## src/design/clt_pkg.sv

```systemverilog
package clt_pkg;

  localparam int POSITION_WIDTH_DEF = 16;
  localparam int QUEUE_DEPTH_DEF = 4;

  localparam int CHAR_W = 8;
  localparam int EV_KIND_W = 2;
  localparam int TOK_KIND_W = 3;
  localparam int POS_OUT_W = 16;
  localparam int RUN_MAX = 4;
  localparam int RUN_CNT_W = $clog2(RUN_MAX + 1);
  localparam int RUN_IDX_W = $clog2(RUN_MAX);

  localparam logic [EV_KIND_W-1:0] EV_APPEND = 2'd0;
  localparam logic [EV_KIND_W-1:0] EV_CLOSE = 2'd1;
  localparam logic [EV_KIND_W-1:0] EV_ERROR = 2'd2;

  typedef struct packed {
    logic [EV_KIND_W-1:0] event_kind;
    logic [CHAR_W-1:0] token_char;
    logic [TOK_KIND_W-1:0] token_kind;
    logic [POS_OUT_W-1:0] start_line;
    logic [POS_OUT_W-1:0] start_column;
  } event_t;

  typedef struct packed {
    event_t [RUN_MAX-1:0] ev;
    logic [RUN_CNT_W-1:0] cnt;
  } run_t;

endpackage

```

## src/design/clt_back.sv

```systemverilog
module clt_back (
  input  logic                                clk,
  input  logic                                rst_n,
  input  clt_pkg::run_t                       head,
  input  logic                                empty,
  output logic                                pop,
  output logic                                out_valid,
  input  logic                                out_stall,
  output logic [clt_pkg::EV_KIND_W-1:0]       out_event_kind,
  output logic [clt_pkg::CHAR_W-1:0]          out_token_char,
  output logic [clt_pkg::TOK_KIND_W-1:0]      out_token_kind,
  output logic [clt_pkg::POS_OUT_W-1:0]       out_start_line,
  output logic [clt_pkg::POS_OUT_W-1:0]       out_start_column,
  output logic                                out_last_of_run
);

  logic [clt_pkg::RUN_IDX_W-1:0] idx_r;
  logic out_valid_r;
  clt_pkg::event_t ev_r;
  logic last_r;
  logic load;
  logic is_last;

  assign load = !empty && (!out_valid_r || !out_stall);
  assign is_last = ({1'b0, idx_r} + clt_pkg::RUN_CNT_W'(1)) == head.cnt;
  assign pop = load && is_last;

  always_ff @(posedge clk) begin
    if (!rst_n) begin
      out_valid_r <= 1'b0;
      idx_r <= '0;
    end else begin
      if (load) begin
        out_valid_r <= 1'b1;
        idx_r <= is_last ? '0 : idx_r + clt_pkg::RUN_IDX_W'(1);
      end else if (!out_stall) begin
        out_valid_r <= 1'b0;
      end
    end
  end

  always_ff @(posedge clk) begin
    if (load) begin
      ev_r <= head.ev[idx_r];
      last_r <= is_last;
    end
  end

  assign out_valid = out_valid_r;
  assign out_event_kind = ev_r.event_kind;
  assign out_token_char = ev_r.token_char;
  assign out_token_kind = ev_r.token_kind;
  assign out_start_line = ev_r.start_line;
  assign out_start_column = ev_r.start_column;
  assign out_last_of_run = last_r;

endmodule

```

## config.mk

```make
export PLATFORM = sky130hd
export DESIGN_NAME = clt_back
export DESIGN_NICKNAME = d
export VERILOG_FILES = /design/src/design/clt_pkg.sv /design/src/design/clt_back.sv
export SDC_FILE = /design/constraint.sdc
export NUM_CORES = 1
export LEC_CHECK = 0
export BUFFER_PORTS_ARGS = -buffer_cell sky130_fd_sc_hd__buf_2
export CAP_MARGIN = 20
export CELL_PAD_IN_SITES_DETAIL_PLACEMENT = 0
export CELL_PAD_IN_SITES_GLOBAL_PLACEMENT = 1
export CORE_MARGIN = 5
export CORE_UTILIZATION = 28
export DETAILED_ROUTE_END_ITERATION = 10
export HOLD_SLACK_MARGIN = 0.05
export PLACE_DENSITY_LB_ADDON = 0.1
export SYNTH_ARGS = -nofsm -noshare
export SYNTH_HDL_FRONTEND = slang
export SYNTH_SLANG_ARGS = --single-unit
export TNS_END_PERCENT = 100
```

## constraint.sdc

```tcl
create_clock -name clk -period 4.9 [get_ports clk]
set_input_delay 0.49 -clock clk [delete_from_list [all_inputs] [get_ports clk]]
set_output_delay 0.49 -clock clk [all_outputs]
set_load 0.02 [all_outputs]
```

== After elaboration in Yosys (flattened, before gate mapping) ==
Index checks and enable logic that the tools add are counted.
Storage, ports and cells
  input bits: 187
  register bits: 49
Cells by class
  equality and inequality tests: 2
  order comparisons: 1
  mux-type cells: 5
  $add $sub $neg: 2
  reductions and logical operators: 6
Operators by type and width (number)
  $bmux 45 s2: 1
  $mux 45: 1
  $add 2x1->3 const B: 1
  $eq 3x3->1: 1
  $logic_not 1->1: 3
  $lt 2x3->1 const B: 1
  $add 2x1->2 const B: 1
  $logic_and 1x1->1: 2
  $mux 1: 2
  $mux 2: 1
  $ne 2x1->1 const B: 1
  $logic_or 1x1->1: 1

== Logic depth before layout (Yosys ltp) ==
  depth after elaboration: 4
  depth in mapped cells: 4
  depth with buffers taken out: 4

== Least setup slack after synthesis ==
No wires, ideal clock.
  path kind: input to output
  start: in out_stall
  end: out pop
  path slack: 1.009 ns
  stages: 2
  path buffers: 0
  data arrival time: 3.401 ns
  cells stage by stage: a21oi_1 and2_1
Between the ends
  cells in the longest elaborated chain, start to end: 4
RTL lines
  start, declared: line clt_back.sv:8  | input logic out_stall,
  $logic_not 1->1
  $logic_or 1x1->1: line clt_back.sv:24  | assign load = !empty && (!out_valid_r || !out_stall);
  $logic_and 1x1->1: line clt_back.sv:24
  $logic_and 1x1->1: line clt_back.sv:26  | assign pop = load && is_last;
  end, declared: line clt_back.sv:6  | output logic pop,
No other way between the ends.

== Worst setup path after layout ==
  start: reg idx_r[0] (netlist bit)
  end: out pop
Between the ends
  cells in the longest elaborated chain, start to end: 3
RTL lines
  start, declared: line clt_back.sv:17  | logic [clt_pkg::RUN_IDX_W-1:0] idx_r;
  start signal, assigned: line clt_back.sv:35  | idx_r <= is_last ? '0 : idx_r + clt_pkg::RUN_IDX_W'(1);
  $add 2x1->3: line clt_back.sv:25  | assign is_last = ({1'b0, idx_r} + clt_pkg::RUN_CNT_W'(1)) == head.cnt;
  $eq 3x3->1: line clt_back.sv:25
  named net is_last: line clt_back.sv:22  | logic is_last;
  $logic_and 1x1->1: line clt_back.sv:26
The timed path passes the listed nets, and every way through them passes these cells.

==> metrics.txt <==
run status finished, final reports clean; Yosys cell types 18; die width 107.1 um; relative slew slack 40.03%; Area contributors post-synth edfxtp_1 52%, mux4_2 38%, dfxtp_1 2.3%; #FFs+latches synth 49; Tmin final 2.794 ns; Worst EP arrival 2.30 ns; critical path cell sequence ha_1, xor2_1, nor3_4, and2_1, buf_2; layout cell share with drive strength beyond 1 around 82%; hpwl dp about 6600 um; drc violations 0; synthesized net count around 310; Resize count post-CTS 0; adder-cell share of the synthesized area less than 1%; core area around 9000 um^2; final-report max-slew violation count 0; via count 2,171; average size of a mapped cell 22.19 um^2; sequential area share after synthesis 54.60%; Synth area leader edfxtp_1; Hold Path Class in2reg; clk sinks 49; CTS tree yes; Final setup viols 0; Simple-Gate Fraction of Synth Area 1.754%; clock root buffer master clkbuf_8; die area roughly 11,000 um^2; Hold Fails Final Rpt 0; RSZ-0062 raised after global routing false; Reg clk slew, reported paths 0.08 ns; largest net degree at the start of global routing 50; final worst path period share 57.03%; cell area after layout ~4000 um^2; Setup crit end kind primary output; H-Tree Depth 2; Skew-Pair Late Insertion Delay ~0.29 ns; main combinational cell family by area after synthesis multiplexers; MaxCap Viol Count 0; drt wl/cell around 17 um; leakage 1.733 nW; Yosys top cell area share 52.32%; CTS max path bufs 2; CP max FO 49; cts bufs inserted 5; worst reg2reg path depth 4; number of diodes 0; initial antenna violation count 0; synthesized instance count 119; initial core utilization 28.71%; Setup Skew 0.005867 ns; Yosys warnings 0; filler instances 872; Routed Antenna Nets 0; vias in the first global route 2,307; hold depth 2; synthesis-to-finish area growth 51.04%; CP max-delay cell dfxtp_4; die height about 110 um; Post-Route WL 7977 um; most frequent cells in the layout 234 x buf_2, 46 x edfxtp_1, 45 x mux4_2; most common cell after layout, fill and taps aside buf_2; first-iteration detailed-routing DRC count 60; Crit path largest cell delay about 0.96 ns; xor/xnor cell area share of the yosys netlist 0.9953%; hold_buf cts 0; Max Fclk 0.3579 GHz; WS Path Type reg2out; Compound-Gate Fraction of Synth Area less than 1%; Worst EP required between 4 and 5 ns; row count 35; setup tns final 0 ns; TritonRoute pass-1 iters 4; Total GRT Usage between 10% and 20%; CP Launch Type flop; Via density 4.679; global-route wire length before repair 11,640 um; dpl cell area 3906 um^2; Nets 540; post-synthesis mux area share 38.39%; footprint of the multi-input gates around 1100 um^2; gr ovfl total 0; GPL Wtd Cong approximately 0.69; Ports 235; maximum VDD drop 0.0001042 V; register area ~1400 um^2; Worst Tran Pin Value 0.8995 ns; Setup Buffers After CTS 0; Post-Syn Area 2640 um^2; Buffers on Ports between 200 and 250; power density cells around 270 nW/um^2
registers in the layout, summed over array words and instances (netlist names):
name	cells
out_event_kind	2
out_token_kind	3
out_start_line	16
idx_r	2
out_valid	1
out_last_of_run	1
out_start_column	16
out_token_char	8
synthesized netlist by cell type:
cell / number
nand3_1: 1
a21oi_1: 1
buf_4: 3
clkbuf_1: 1
buf_2: 3
xnor2_1: 1
dfxtp_1: 3
edfxtp_1: 46
buf_6: 3
and2_1: 1
xor2_1: 2
nand2_1: 3
ha_1: 1
nand3b_1: 1
o22ai_1: 2
nor3_4: 1
mux4_2: 45
a21boi_0: 1
worst max-delay path, delay by kind of cell (launching register included):
family	cells	cell delay, ns
adders and majority gates	1	0.38
buffers and inverters	1	0.16
and+or+nand+nor	2	0.31
DFF	1	0.96
xor gates and xnor gates	1	0.19
layer usage:
| layer | vias up | part of all wire (%) | wire [um] | global-route usage, % |
|---|---|---|---|---|
| met5 | - | 0 | 0 | 0 |
| met4 | 0 | 1.4 | 108 | 4.201 |
| met3 | 8 | 12 | 954 | 5.298 |
| met2 | 129 | 54 | 4299 | 23.91 |
| met1 | 1031 | 33 | 2615 | 13.97 |
| li1 | 1003 | - | - | - |
through the flow:
step	std cells	setup slack, ns	total power, mW	hold slack (ns)	util, %
floorplan	119	1.009	0.7360	0.5498	-
global placement	456	2.349	0.8568	0.4955	42.48
detailed placement	456	2.337	0.8596	0.5110	42.48
CTS	464	1.998	1.090	0.4133	43.36
global route	464	1.833	1.125	0.4433	43.36
finish	464	2.106	1.065	0.4304	43.36
report_power, final:
part | leakage [nW] | internal [mW] | switching [mW] | total [mW]
Combinational | 1.22 | 0.167 | 0.128 | 0.296
Sequential | 0.471 | 0.514 | 0.0321 | 0.546
Clock | 0.0430 | 0.0964 | 0.127 | 0.223
worst paths after layout:
path         startpoint         to  slack, ns
max            idx_r[0]        pop       2.11
min               empty  out_valid       0.43
max reg2reg    idx_r[0]   idx_r[1]       2.94
min reg2reg   out_valid  out_valid       0.52
cell type report:
class,instances,area share (%)
clock buffers,5,1.726
clock inverters,3,0.3138
multi-input cells,60,28.46
flip-flops and latches,49,36.27
well taps,111,3.483
repair buffers,236,29.75
cell families (layout without fill, tap and decap cells):
group           Yosys count  in the layout
mux                      45             45
compound gates            4              4
simple gates              7              7
flops                    49             49
xor+xnor                  3              3
buf+inv                  10            244
fa+ha+maj                 1              1
Power figures use the tool's default switching activity.
