===== src/design/clt_pkg.sv =====
package clt_pkg;

  localparam int POSITION_WIDTH_DEF = 16;
  localparam int QUEUE_DEPTH_DEF = 4;

  localparam int CHAR_W = 8;
  localparam int EV_KIND_W = 2;
  localparam int TOK_KIND_W = 3;
  localparam int POS_OUT_W = 16;
  localparam int RUN_MAX = 4;
  localparam int RUN_CNT_W = $clog2(RUN_MAX + 1);
  localparam int RUN_IDX_W = $clog2(RUN_MAX);

  localparam logic [EV_KIND_W-1:0] EV_APPEND = 2'd0;
  localparam logic [EV_KIND_W-1:0] EV_CLOSE = 2'd1;
  localparam logic [EV_KIND_W-1:0] EV_ERROR = 2'd2;

  typedef struct packed {
    logic [EV_KIND_W-1:0] event_kind;
    logic [CHAR_W-1:0] token_char;
    logic [TOK_KIND_W-1:0] token_kind;
    logic [POS_OUT_W-1:0] start_line;
    logic [POS_OUT_W-1:0] start_column;
  } event_t;

  typedef struct packed {
    event_t [RUN_MAX-1:0] ev;
    logic [RUN_CNT_W-1:0] cnt;
  } run_t;

endpackage


===== src/design/clt_queue.sv =====
module clt_queue #(
  parameter int DEPTH = clt_pkg::QUEUE_DEPTH_DEF
) (
  input  logic          clk,
  input  logic          rst_n,
  input  logic          push,
  input  clt_pkg::run_t push_run,
  output logic          full,
  input  logic          pop,
  output clt_pkg::run_t head,
  output logic          empty
);

  localparam int PTR_W = (DEPTH > 1) ? $clog2(DEPTH) : 1;
  localparam int CNT_W = $clog2(DEPTH + 1);
  localparam logic [PTR_W-1:0] PTR_LAST = PTR_W'(DEPTH - 1);
  localparam logic [CNT_W-1:0] CNT_FULL = CNT_W'(DEPTH);

  clt_pkg::run_t mem_r [DEPTH];
  logic [PTR_W-1:0] wr_r, rd_r;
  logic [CNT_W-1:0] cnt_r;
  logic do_push, do_pop;

  assign full = (cnt_r == CNT_FULL);
  assign empty = (cnt_r == '0);
  assign do_push = push && !full;
  assign do_pop = pop && !empty;
  assign head = mem_r[rd_r];

  always_ff @(posedge clk) begin
    if (do_push) begin
      mem_r[wr_r] <= push_run;
    end
  end

  always_ff @(posedge clk) begin
    if (!rst_n) begin
      wr_r <= '0;
      rd_r <= '0;
      cnt_r <= '0;
    end else begin
      if (do_push) begin
        wr_r <= (wr_r == PTR_LAST) ? '0 : wr_r + PTR_W'(1);
      end
      if (do_pop) begin
        rd_r <= (rd_r == PTR_LAST) ? '0 : rd_r + PTR_W'(1);
      end
      if (do_push && !do_pop) begin
        cnt_r <= cnt_r + CNT_W'(1);
      end else if (do_pop && !do_push) begin
        cnt_r <= cnt_r - CNT_W'(1);
      end
    end
  end

endmodule


===== config.mk =====
export PLATFORM = sky130hd
export DESIGN_NAME = clt_queue
export DESIGN_NICKNAME = d
export VERILOG_FILES = /design/src/design/clt_pkg.sv /design/src/design/clt_queue.sv
export SDC_FILE = /design/constraint.sdc
export NUM_CORES = 1
export LEC_CHECK = 0
export BUFFER_PORTS_ARGS = -buffer_cell sky130_fd_sc_hd__buf_4
export CORE_ASPECT_RATIO = 2
export CORE_MARGIN = 2
export CORE_UTILIZATION = 59
export CTS_BUF_LIST = sky130_fd_sc_hd__clkbuf_8
export DETAILED_ROUTE_END_ITERATION = 6
export PLACE_DENSITY = 0.82
export SLEW_MARGIN = 15
export SYNTH_ARGS = -nofsm -noshare
export SYNTH_HDL_FRONTEND = slang
export SYNTH_SLANG_ARGS = --single-unit
export TNS_END_PERCENT = 30

===== constraint.sdc =====
create_clock -name clk -period 9.1 [get_ports clk]
set_clock_uncertainty 0.2 [all_clocks]
set_input_delay 1.82 -clock clk [delete_from_list [all_inputs] [get_ports clk]]
set_output_delay 1.82 -clock clk [all_outputs]
set_load 0.01 [all_outputs]

# Word level (Yosys, flattened, before mapping)
# Memory sizes are Yosys's and may differ from the RTL's. A register that Yosys moved wholly into a read port is not among the register bits.
# Cells that the tools add are included.
word_totals:
  reg_bits: 7
  mem_bits_rw: 732
  in_bits: 187
  out_inout_bits: 185
  word_cells: 29
  n_memories: 1
op_classes:
  add_sub_neg: 4
  n_eq_ne: 3
  muxes: 8
  n_reduce_logical: 10
mem_list:
  columns: ["memory", "depth", "width", "rd", "rd_ports_with_merged_regs", "wr", "line", "source"]
  rows:
  - ["mem_r", 4, 183, 1, 1, 1, "clt_queue.sv:19", "clt_pkg::run_t mem_r [DEPTH];"]
op_table:
  columns: ["op", "count"]
  rows:
  - ["2-bit 2-to-1 mux", 4]
  - ["3-bit 2-to-1 mux", 2]
  - ["2-bit by 1-bit adder with 2-bit output, second input constant", 2]
  - ["2-bit == test, second input constant", 2]
  - ["1-bit logical AND", 4]
  - ["1-bit logical NOT", 4]
  - ["3-bit by 1-bit adder with 3-bit output, second input constant", 1]
  - ["3-bit == test, second input constant", 1]
  - ["3-bit logical NOT", 1]
  - ["3-bit by 1-bit subtractor with 3-bit output, second input constant", 1]
  - ["1-bit 2-to-1 mux", 2]
  - ["2-bit nonzero test", 1]

# Longest topological paths before layout
logic_depth:
  depth_word: 7
  depth_mapped: 9
  depth_no_buf: 8

# Least setup slack after synthesis
# No wires, ideal clock.
synth_path:
  kind: "input-to-reg"
  from: "input push"
  to: "memory mem_r[0][0] in the netlist's numbering, enable pin"
  setup_time_ps: 565
  t_arrival_ps: 6381
  required_time_ps: 8335
  slack_ps: 1953
  cell_stages: 3
  n_path_buf: 1
  cell_sequence: "nor2b_1 > clkbuf_1 > and2_1"
synth_between:
  elab_chain_cells: 3
synth_rtl:
  columns: ["item", "line", "source"]
  rows:
  - ["start, declared", "clt_queue.sv:6", "input logic push,"]
  - ["1-bit logical AND", "clt_queue.sv:26", "assign do_push = push && !full;"]
  - ["net do_push", "clt_queue.sv:22", "logic do_push, do_pop;"]
  - ["1-bit 2-to-1 mux", "clt_queue.sv:31", "if (do_push) begin"]
  - ["1-bit 2-to-1 mux (not written as such)", "clt_queue.sv:32", "mem_r[wr_r] <= push_run;"]
  - ["end, declared", "clt_queue.sv:19", null]
# The timed path passes the listed nets, and every way through them passes these cells.

==> out/summary.log <==
[global_routing] overflow left after global routing 0
[detailed_routing] number of search-and-repair iterations in the first detailed-routing pass 5
[detailed_routing] total routed wirelength 51530 um
[timing] Least-Margin Pin Slew 1.173 ns
[synthesis] share of synthesized area occupied by flip-flops and latches 0.8186
[detailed_routing] count of nets left with antenna violations after detail routing 0
[clock_network] Clk Tree Root Cell sky130_fd_sc_hd__clkbuf_8
[synthesis] EDFF count, synth 732
[clock_network] clock-pin slew of the registers on the worst-case setup and hold paths 0.07 ns
[detailed_routing] total number of vias 12180
[synthesis] largest family of logic cells by synthesized area multiplexers
[cells_and_area] synth-to-layout area growth 18.52%
[place] Placed Cells incl. Taps 1915
[synthesis] share of flip-flops with an asynchronous set or reset after synthesis 0
[global_routing] largest net degree at the start of global routing 108
[global_routing] global-route wire length before repair 77320 um
[synthesis] leading register cell type out of synthesis sky130_fd_sc_hd__edfxtp_1
[synthesis] post-synthesis share of cell area spent on and, or, nand and nor gates 0.003790
[synthesis] most frequent cell after synthesis sky130_fd_sc_hd__edfxtp_1
[place] PortBufs 371
[cells_and_area] number of antenna cells inserted 0
[pwr] standby leakage power 10.80 nW
[synthesis] synthesized-area fraction occupied by ao, oa, aoi and oai cells 0.001109
[critical_path] maximum fanout encountered on the critical timing path 74
[clock_network] total CTS buffers 96
[critical_path] stage delay of the slowest cell on the critical path 0.94 ns
[synthesis] netlist area before placement 0.02707 sq mm
[clock_network] number of buffers on the longest clock path 3
[detailed_routing] Detailed Route Iter0 Violations 912
[global_routing] initial antenna violation count 1
[critical_path] Worst Setup End Kind primary output
[place] DPL Wire Length 31900 um
[synthesis] ranking of synthesized cells by instance count 732 x sky130_fd_sc_hd__edfxtp_1, 183 x sky130_fd_sc_hd__mux4_2, 19 x sky130_fd_sc_hd__buf_12
[global_routing] GRT Total Usage 0.2184
[synthesis] top area cells in the synthesized netlist sky130_fd_sc_hd__edfxtp_1 81%, sky130_fd_sc_hd__mux4_2 15%, sky130_fd_sc_hd__buf_12 1.4%
[timing] Final Max Slew Viols 0
[cells_and_area] Cell Count, Final, Fillers Out 2088
[timing] setup total negative slack 0 ns
[job] count of maximum capacitance violations 0
[detailed_routing] via density per instance 5.831
[pwr] power density normalized to cell area 274.0 mW/mm^2
[pwr] overall power consumption 0.008791 W
[place] worst slack after detailed placement 3.989 ns
[place] final weighted congestion in routability-driven placement 0.7154
[timing] setup repair after global routing missed its margin false
[floorplanning] die boundary width 155.5 um
[critical_path] WP data arrival 3.23 ns
[synthesis] number of flip-flops and latches in the synthesized netlist 741
[synthesis] post-synthesis instance total 1007
[floorplanning] total die area 0.04772 sq mm
[timing] hold violation total from the final report 0
[pwr] IR Drop Worst-Case VDD 217.1 uV
[synthesis] fraction of synthesized area in multiplexers 0.1533
[detailed_routing] Remaining DRCs 0
[critical_path] Max stage delay cell, worst path sky130_fd_sc_hd__buf_4
[clock_network] H-tree level count 3
[floorplanning] Die Height 306.9 um
[global_routing] vias in the first global route 13120
[synthesis] share of the synthesized area in the top cell type 0.8119
[outcome] outcome finished, final reports clean
[timing] Slew headroom 0.2178
[synthesis] warning count from the yosys run 0
[synthesis] adder-cell share of the synthesized area 0.003513
[timing] maximum frequency from static timing analysis 190.5 MHz
[cells_and_area] proportion of layout cells with a drive suffix above 1 0.4609
[timing] worst hold margin 0.3352 ns
[critical_path] required time of the critical path 7.08 ns
[timing] count of final setup violators 0
[floorplanning] Core Footprint 0.04555 sq mm
[timing] portion of the clock cycle consumed by the worst path in the final layout 0.5769
[timing] Tmin final 5.250 ns
[synthesis] xor and xnor fraction of the mapped netlist area 0.0006470
[detailed_routing] wire per inst 24.68 um
[critical_path] nature of the critical path startpoint flop
[critical_path] cells traversed along the worst timing path buf_4 > mux4_2 > buf_4
[clock_network] clock tree from TritonCTS built
[critical_path] CP Class flop to primary output
[critical_path] library cell appearing most often on the critical path sky130_fd_sc_hd__buf_4
[min_path] HP Class flop to flop
[floorplanning] initial standard-cell utilization of the core 0.5943
[clock_network] Clk Latency, worst-skew pair 0.65 ns
[clock_network] post-CTS setup-driven buffer insertion count 0
[floorplanning] I/O pin count 372
[floorplanning] Std-Cell Rows 111
[synthesis] number of distinct library cell variants in the gate-level netlist after synthesis 25
[synthesis] Post-Syn Nets 1201
[cells_and_area] final net count 1642
[clock_network] post-cts hold buffer count 0
[synthesis] cell type contributing the most total cell area after synthesis sky130_fd_sc_hd__edfxtp_1
[synthesis] average cell area after synthesis 26.88 sq um
[timing] setup ws final 3.850 ns
[clock_network] number of gates given a new drive strength after cts 0
[clock_network] Clock Sink Count 741
routing by layer:
metal	global-route usage	routed length, um
met2	0.3476	25490
met4	0.06635	1053
met3	0.08300	5629
met1	0.2848	19340
met5	0	12
area by class of cell:
type,count,area [sq um]
Clock buffer,99,1363
Clock inverter,74,520.5
Fill cell,2641,13470
Inverter,3,11.26
Multi-Input combinational cell,220,4407
Sequential cell,741,22170
Tap cell,565,706.9
Timing Repair Buffer,386,2910
path summary, 6_finish.rpt:
kind              cells after the start             to      from  slack [ns]
setup / recovery                      3       head[20]      flop        3.85
hold / removal                        2        wr_r[1]   wr_r[1]        0.34
setup reg to reg                      5  mem_r[1][129]  cnt_r[0]        5.34
hold reg to reg                       2        wr_r[1]   wr_r[1]        0.34
worst max-delay path: cells and delay by family (launching register included):
family                 cells  cell delay, ns
DFF                        1            0.92
buffers and inverters      2            1.11
muxes                      1            0.43
power by group:
part	internal [W]	switching [W]
clock	0.00124	0.00114
combinational	0.00110	0.00103
sequential	0.00416	0.000131
total	0.00649	0.00230
state kept, by name (all words and copies together), names as in the netlist, named ones only:
name   count
cnt_r      3
rd_r       2
wr_r       2
mem_r    732
placed cells by master (no fill, tap or decap):
master | Yosys | layout
sky130_fd_sc_hd__inv_1 | 3 | 26
sky130_fd_sc_hd__xnor2_1 | 1 | 1
sky130_fd_sc_hd__dfxtp_4 | 0 | 2
sky130_fd_sc_hd__clkinvlp_4 | 0 | 3
sky130_fd_sc_hd__mux2i_1 | 3 | 3
sky130_fd_sc_hd__buf_12 | 19 | 1
sky130_fd_sc_hd__buf_4 | 1 | 385
sky130_fd_sc_hd__xor2_1 | 1 | 1
sky130_fd_sc_hd__nand3_1 | 2 | 2
sky130_fd_sc_hd__nor3b_1 | 1 | 1
sky130_fd_sc_hd__fa_1 | 1 | 1
sky130_fd_sc_hd__clkbuf_8 | 0 | 99
sky130_fd_sc_hd__nor2b_1 | 2 | 2
sky130_fd_sc_hd__and2_4 | 0 | 4
sky130_fd_sc_hd__or3_1 | 1 | 1
sky130_fd_sc_hd__nor2_1 | 2 | 2
sky130_fd_sc_hd__dfxtp_1 | 9 | 7
sky130_fd_sc_hd__nand2_1 | 6 | 6
sky130_fd_sc_hd__bufinv_16 | 0 | 8
sky130_fd_sc_hd__o31ai_1 | 1 | 1
sky130_fd_sc_hd__a21boi_0 | 1 | 1
sky130_fd_sc_hd__clkinv_1 | 0 | 23
sky130_fd_sc_hd__nor3_1 | 1 | 1
sky130_fd_sc_hd__clkinv_2 | 0 | 17
sky130_fd_sc_hd__o21ai_0 | 3 | 3
sky130_fd_sc_hd__mux4_2 | 183 | 183
sky130_fd_sc_hd__edfxtp_1 | 732 | 732
sky130_fd_sc_hd__ha_1 | 6 | 6
sky130_fd_sc_hd__and2_1 | 5 | 1
cell families after synthesis:
group,after synthesis
adders and majority gates,7
and+or+nand+nor,20
muxes,186
AOI/OAI and AO/OA,5
DFF,741
buffers and inverters,46
xor gates and xnor gates,2
metrics by stage:
stage	cell area, sq um	util
after global routing	32090	0.7044
after floorplan	27070	-
after detailed placement	30200	0.6630
after global placement	30200	0.6630
after CTS	32090	0.7044
final	32090	0.7044
Power figures use the tool's default switching activity.
